<file path="src/design/ttps_ram.sv">
`timescale 1ns / 1ps

module ttps_ram #(
  parameter int unsigned WIDTH = 8,
  parameter int unsigned DEPTH = 16
) (
  input  logic                     clk_i,
  input  logic                     we_i,
  input  logic [$clog2(DEPTH)-1:0] waddr_i,
  input  logic [WIDTH-1:0]         wdata_i,
  input  logic                     re_i,
  input  logic [$clog2(DEPTH)-1:0] raddr_i,
  output logic [WIDTH-1:0]         rdata_o
);

  logic [WIDTH-1:0] mem [DEPTH];
  logic [WIDTH-1:0] rdata_q;

  always_ff @(posedge clk_i) begin
    if (we_i) begin
      mem[waddr_i] <= wdata_i;
    end
    if (re_i) begin
      rdata_q <= mem[raddr_i];
    end
  end

  assign rdata_o = rdata_q;

endmodule

</file>
<file path="config.mk">
export PLATFORM = sky130hd
export DESIGN_NAME = ttps_ram
export DESIGN_NICKNAME = d
export VERILOG_FILES = /design/src/design/ttps_ram.sv
export SDC_FILE = /design/constraint.sdc
export NUM_CORES = 1
export LEC_CHECK = 0
export BUFFER_PORTS_ARGS = -buffer_cell sky130_fd_sc_hd__buf_2
export CORE_MARGIN = 5
export CORE_UTILIZATION = 40
export CTS_CLUSTER_SIZE = 16
export DETAILED_ROUTE_END_ITERATION = 8
export PLACE_DENSITY = 0.54
export SLEW_MARGIN = 20
export SYNTH_ARGS = -nofsm -noshare
export SYNTH_HDL_FRONTEND = slang
export SYNTH_SLANG_ARGS = --single-unit
export TNS_END_PERCENT = 1
</file>
<file path="constraint.sdc">
create_clock -name clk_i -period 2.4 [get_ports clk_i]
set_input_delay 0.48 -clock clk_i [delete_from_list [all_inputs] [get_ports clk_i]]
set_output_delay 0.48 -clock clk_i [all_outputs]
set_load 0.005 [all_outputs]
</file>
==> results.py, run 1 <==
metrics = {
    "status": {
        "outcome": "finished clean",
    },
    "floorplanning": {
        "row_count": 41,
        "core_um2": 12700,
        "fp.dieW_um": 124,
        "die_height_um": 124,
        "dieArea_um2": 15500,
        "num_io_pins": 27,
        "initial_core_util": 0.411,
    },
    "cts": {
        "cts_hold_buffers": 0,
        "numCtsBuffers": 17,
        "cts.sinks": 136,
        "clk_latency_ps": 400,
        "clk_pin_slew_ps": 50,
        "postCtsSetupRepairBufs": 0,
        "post_cts_resized": 0,
        "clockBufferDepth": 2,
        "h-tree-depth": 4,
        "cts_tree": "yes",
        "cts_root_buf": "clkbuf_16",
    },
    "route": {
        "met1_length_um": 4880,
        "highest_layer": "met4",
        "dr_wl_met3_um": 346,
        "first_pass_iters": 4,
        "drtIter0Drc": 214,
        "wl_per_cell_um": 22.1,
        "viasPerCell": 5.27,
        "num_vias": 2473,
        "drc": 0,
        "antenna_left": 0,
        "drt-total-wl_um": 10400,
        "dr_wl_met2_um": 5050,
    },
    "critical_path": {
        "worstSetupStartpointType": "primary input",
        "path_max_fanout": 20,
        "cp.arrival_ps": 1780,
        "startpoint": "raddr_i[0]",
        "cp-end-kind": "flop",
        "cpPeakStageDelay_ps": 630,
        "crit_required_ps": 2540,
        "criticalPathCategory": "primary input to flop",
        "crit_chain": "buf_2 > buf_12 > mux4_1 > a22oi_1 > nand2_1",
        "critPathTopFamily": "multiplexers",
        "slowest_stage": "mux4_1",
        "reg2reg_from": "mem[5][1]",
        "r2r_setup_slack_ps": 880,
        "worst-path-buf-inv": 2,
    },
    "power_and_ir_drop": {
        "ir_drop_mv": 0.415,
        "power.internal_uw": 4290,
        "static-leakage-power_uw": 0.00210,
        "power_switching_share": 0.194,
        "combPwrFrac": 0.047,
        "p_seq_frac": 0.506,
        "p_sw_uw": 1030,
        "pwr-share-clk": 0.447,
        "power_density_nw_per_um2": 855,
    },
    "timing": {
        "tightestPinTransition_ps": 450,
        "finClkSkew_ps": 4.13,
        "fmax_mhz": 611,
        "period_share": 0.682,
        "period_minus_slack_ps": 1640,
        "slew_headroom": 0.700,
        "tns_ps": 0,
        "rsz0062_at_grt": "false",
        "maxSlewViolCount": 0,
        "hold_viol": 0,
        "setup_violations": 0,
    },
    "synth": {
        "synth_area_um2": 5230,
        "yosysSeqAreaShare": 0.781,
        "yosysTopAreaCellShare": 0.781,
        "synth_area_leaders": "edfxtp_1 (78%), mux4_2 (7.8%), mux4_1 (7.0%)",
        "ys_types": 18,
        "synth_enable_flop_cells": 136,
        "syn_inst": 229,
        "syn_nets": 248,
        "ys_ff_latch": 136,
        "synth_warnings": 0,
        "synthArstFlopShare": 0,
        "ys.flop_type": "edfxtp_1",
        "syn_area_per_cell_um2": 22.8,
        "synth_top_area_cell": "edfxtp_1",
    },
    "global_routing": {
        "grt_pass1_wl_um": 16000,
        "gr-total-overflow": 0,
        "grt.total_usage": 0.140,
        "antenna_found_initial": 0,
        "grt_max_degree": 23,
        "grt_pass1_vias": 2569,
    },
    "final_layout": {
        "seqCellArea_um2": 4080,
        "nets": 304,
        "stdcell_area_um2": 6230,
        "diodes": 0,
        "drive_above_1_share": 0.310,
        "syn_to_final_growth_pct": 19.1,
        "fill_cells": 1066,
        "multi_input_area_um2": 1060,
    },
    "placement": {
        "port_buffers": 26,
        "gp_congestion": 0.716,
        "placed_cell_area_um2": 5680,
    },
    "worst_hold_path": {
        "worstHoldPathType": "primary input to flop",
        "min-delay-start": "re_i",
    },
    "job": {
        "max_cap_violations": 0,
    },
}
metrics by stage:
stage	utilization	hold WS (ps)	setup slack [ps]	cells	total power (uW)
3_3_place_gp	0.447	740	350	438	2990
2_1_floorplan	-	579	427	229	2870
5_1_grt	0.489	445	685	469	5490
4_1_cts	0.489	447	777	469	5360
3_5_place_dp	0.447	745	347	438	3000
6_report	0.489	460	763	469	5320
flip-flops by register name, summed over array words and instances, names as in the netlist:
| signal | flops |
|---|---|
| rdata_o | 8 |
| mem | 128 |
Yosys cell counts, types with 2 or more instances:
| cell type | number |
|---|---|
| a22oi_1 | 16 |
| buf_2 | 3 |
| buf_6 | 3 |
| clkdlybuf4s25_2 | 3 |
| edfxtp_1 | 136 |
| mux4_1 | 14 |
| mux4_2 | 18 |
| nand2_1 | 9 |
| nand2b_1 | 2 |
| nand3b_1 | 2 |
| nor2_1 | 13 |
| nor3_1 | 4 |
metal layers:
metal	track usage	up-vias
li1	-	1090
met1	0.194	1319
met2	0.218	56
met3	0.0356	8
met4	0.0484	0
met5	0	-
power groups by stage:
stage / sequential, uW / clock (uW) / combinational (uW)
global route: 2700 / 2520 / 273
global placement: 2740 / 0 / 249
CTS: 2690 / 2410 / 254
floorplan: 2740 / 0 / 135
detailed placement: 2740 / 0 / 253
finish: 2690 / 2380 / 249
cells in the final DEF (no fill, tap or decap), types with 3 or more instances in the layout:
cell type,instances
edfxtp_1,136
buf_2,26
mux4_2,18
buf_4,18
clkbuf_16,17
a22oi_1,16
mux4_1,14
nor2_1,13
nand2_1,9
clkinv_2,5
nor3_1,4
clkbuf_1,3
buf_12,3
layout make-up:
cell class | instances | area share
clock buffers | 20 | 0.0701
clock inverters | 11 | 0.0173
multi-input cells | 83 | 0.170
flip-flops and latches | 136 | 0.656
well taps | 172 | 0.0346
repair buffers | 47 | 0.0523
cells by family (layout without fill, tap and decap cells):
| group | count (synthesis) | count (layout) | share of synthesized area |
|---|---|---|---|
| buf+inv | 10 | 78 | 0.0165 |
| flops | 136 | 136 | 0.781 |
| mux | 32 | 32 | 0.148 |
| simple gates | 35 | 35 | 0.0314 |
| compound gates | 16 | 16 | 0.0230 |
worst register-to-register path, cell delays in order (launching register included):
cell	delay, ps
edfxtp_1	360
mux4_1	570
a22oi_1	210
nand2_1	100
final timing paths:
| path | depth (start not counted) | endpoint |
|---|---|---|
| worst max-delay path | 5 | rdata_o[1] |
| worst min-delay path | 1 | rdata_o[7] |
| worst max register to register | 3 | rdata_o[1] |
| worst min register to register | 3 | rdata_o[7] |
No activity file was read; power rests on OpenSTA's default activity.
==> run 2, diff against run 1 <==
- PLACE_DENSITY: 0.54 -> 0.56
- clock period: 2.4 -> 1.5 ns (I/O delays scaled with it)
==> results.py, run 2 (same netlist as run 1, synthesis figures left out) <==
metrics = {
    "floorplanning": {
        "core_um2": 12700,
        "row_count": 41,
        "dieArea_um2": 15500,
        "die_height_um": 124,
        "num_io_pins": 27,
        "initial_core_util": 0.411,
        "fp.dieW_um": 124,
    },
    "final_layout": {
        "final_cell_mix": "edfxtp_1 (136), buf_2 (26), mux4_2 (25)",
        "fill_cells": 1066,
        "top_register": "mem",
        "multi_input_area_um2": 1050,
        "finish.utilization": 0.497,
        "final_common_cell": "edfxtp_1",
        "drive_above_1_share": 0.377,
        "diodes": 0,
        "syn_to_final_growth_pct": 21.0,
        "seqCellArea_um2": 4080,
        "largest_register_ffs": 128,
        "nets": 311,
    },
    "global_routing": {
        "gr-total-overflow": 0,
        "grt_pass1_vias": 2611,
        "grt.total_usage": 0.140,
        "grt_max_degree": 17,
        "grt_pass1_wl_um": 15900,
        "antenna_found_initial": 0,
    },
    "power_and_ir_drop": {
        "static-leakage-power_uw": 0.00213,
        "power_uw": 8790,
        "power_density_nw_per_um2": 1390,
        "ir_drop_mv": 0.876,
    },
    "route": {
        "antenna_left": 0,
        "first_pass_iters": 4,
        "drt-total-wl_um": 10200,
        "viasPerCell": 5.08,
        "num_vias": 2421,
        "wl_per_cell_um": 21.3,
        "drtIter0Drc": 152,
        "drc": 0,
    },
    "timing": {
        "period_share": 0.992,
        "maxSlewViolCount": 0,
        "setup_slack_ps": 12.4,
        "tightestPinTransition_ps": 845,
        "finClkSkew_ps": 10.7,
        "setup_violations": 0,
        "slew_headroom": 0.436,
        "period_minus_slack_ps": 1490,
        "rsz0062_at_grt": "true",
        "fmax_mhz": 672,
        "hold_viol": 0,
    },
    "critical_path": {
        "cpPeakStageDelay_ps": 470,
        "r2r_setup_slack_ps": 10,
        "slowest_stage": "mux4_2",
        "crit_required_ps": 1640,
        "crit_chain": "mux4_2 > a22oi_1 > nand2_1",
        "path_max_fanout": 1,
        "reg2reg_from": "mem[11][6]",
        "criticalPathCategory": "flop to flop",
        "cp-end-kind": "flop",
        "startpoint": "mem[11][6]",
        "worstSetupStartpointType": "flop",
        "cp.arrival_ps": 1630,
    },
    "worst_hold_path": {
        "min-delay-start": "re_i",
        "worstHoldPathType": "primary input to flop",
    },
    "cts": {
        "cts_root_buf": "clkbuf_16",
        "cts.sinks": 136,
        "cts_hold_buffers": 0,
        "clockBufferDepth": 2,
        "cts_tree": "yes",
        "numCtsBuffers": 17,
        "clk_latency_ps": 410,
        "clk_pin_slew_ps": 60,
        "h-tree-depth": 4,
    },
    "job": {
        "max_cap_violations": 0,
    },
    "placement": {
        "gp_congestion": 0.716,
        "hpwl_um": 6560,
        "port_buffers": 26,
        "place_ws_ps": -368,
    },
    "status": {
        "outcome": "finished clean",
    },
}
[run 2: changes by cell type in the layout (fill, tap and decap cells not counted), moves of 3 or more]
cell	before	now
mux4_1	14	7
mux4_2	18	25
buf_4	18	24
a22oi_1	16	13
a22oi_2	0	3
[run 2: path summary, 6_finish.rpt]
kind                 to  cells past startpoint
max reg2reg  rdata_o[6]                      3
min reg2reg  rdata_o[2]                      3
min          rdata_o[2]                      1
max          rdata_o[6]                      3
[run 2: cell type report]
class                      instances  area share
clock buffer                      18      0.0678
clock inverter                    14      0.0249
multi-input combinational         83       0.166
sequential                       136       0.645
tap                              172      0.0340
timing repair buffer              54      0.0617
[run 2: critical path: cells and delay by family, from the launching register on]
family	cells	cell delay, ps
AOI/OAI and AO/OA	1	300
DFF	1	360
muxes	1	470
and+or+nand+nor	1	100
[run 2: through the flow]
step | TNS (ps) | instance area, um^2 | cells | hold WS [ps]
2_1_floorplan | -2330 | 5220 | 229 | 399
3_3_place_gp | -5070 | 5730 | 445 | 696
3_5_place_dp | -5360 | 5730 | 445 | 690
4_1_cts | 0 | 6320 | 477 | 257
5_1_grt | -18.3 | 6330 | 477 | 250
6_report | 0 | 6330 | 477 | 266
[run 2: power by group]
part           leakage, uW  switching, uW  internal [uW]
logic             0.000607            226            192
registers          0.00124           22.6           4280
clock network     0.000289           1480           2590
[run 2: metal layers]
layer,up-vias,track usage,part of all wire
li1,1098,-,-
met1,1249,0.191,0.44
met2,70,0.214,0.50
met3,4,0.0450,0.055
met4,0,0.0464,0.0082
met5,-,0,0
[run 2: timing repair]
item / in CTS / in global routing
pin swaps: 1 / 0
setup buffers: 0 / 0
endpoints found under the setup margin: 2 / 3
cloned: 0 / 0
resized for setup: 2 / 1
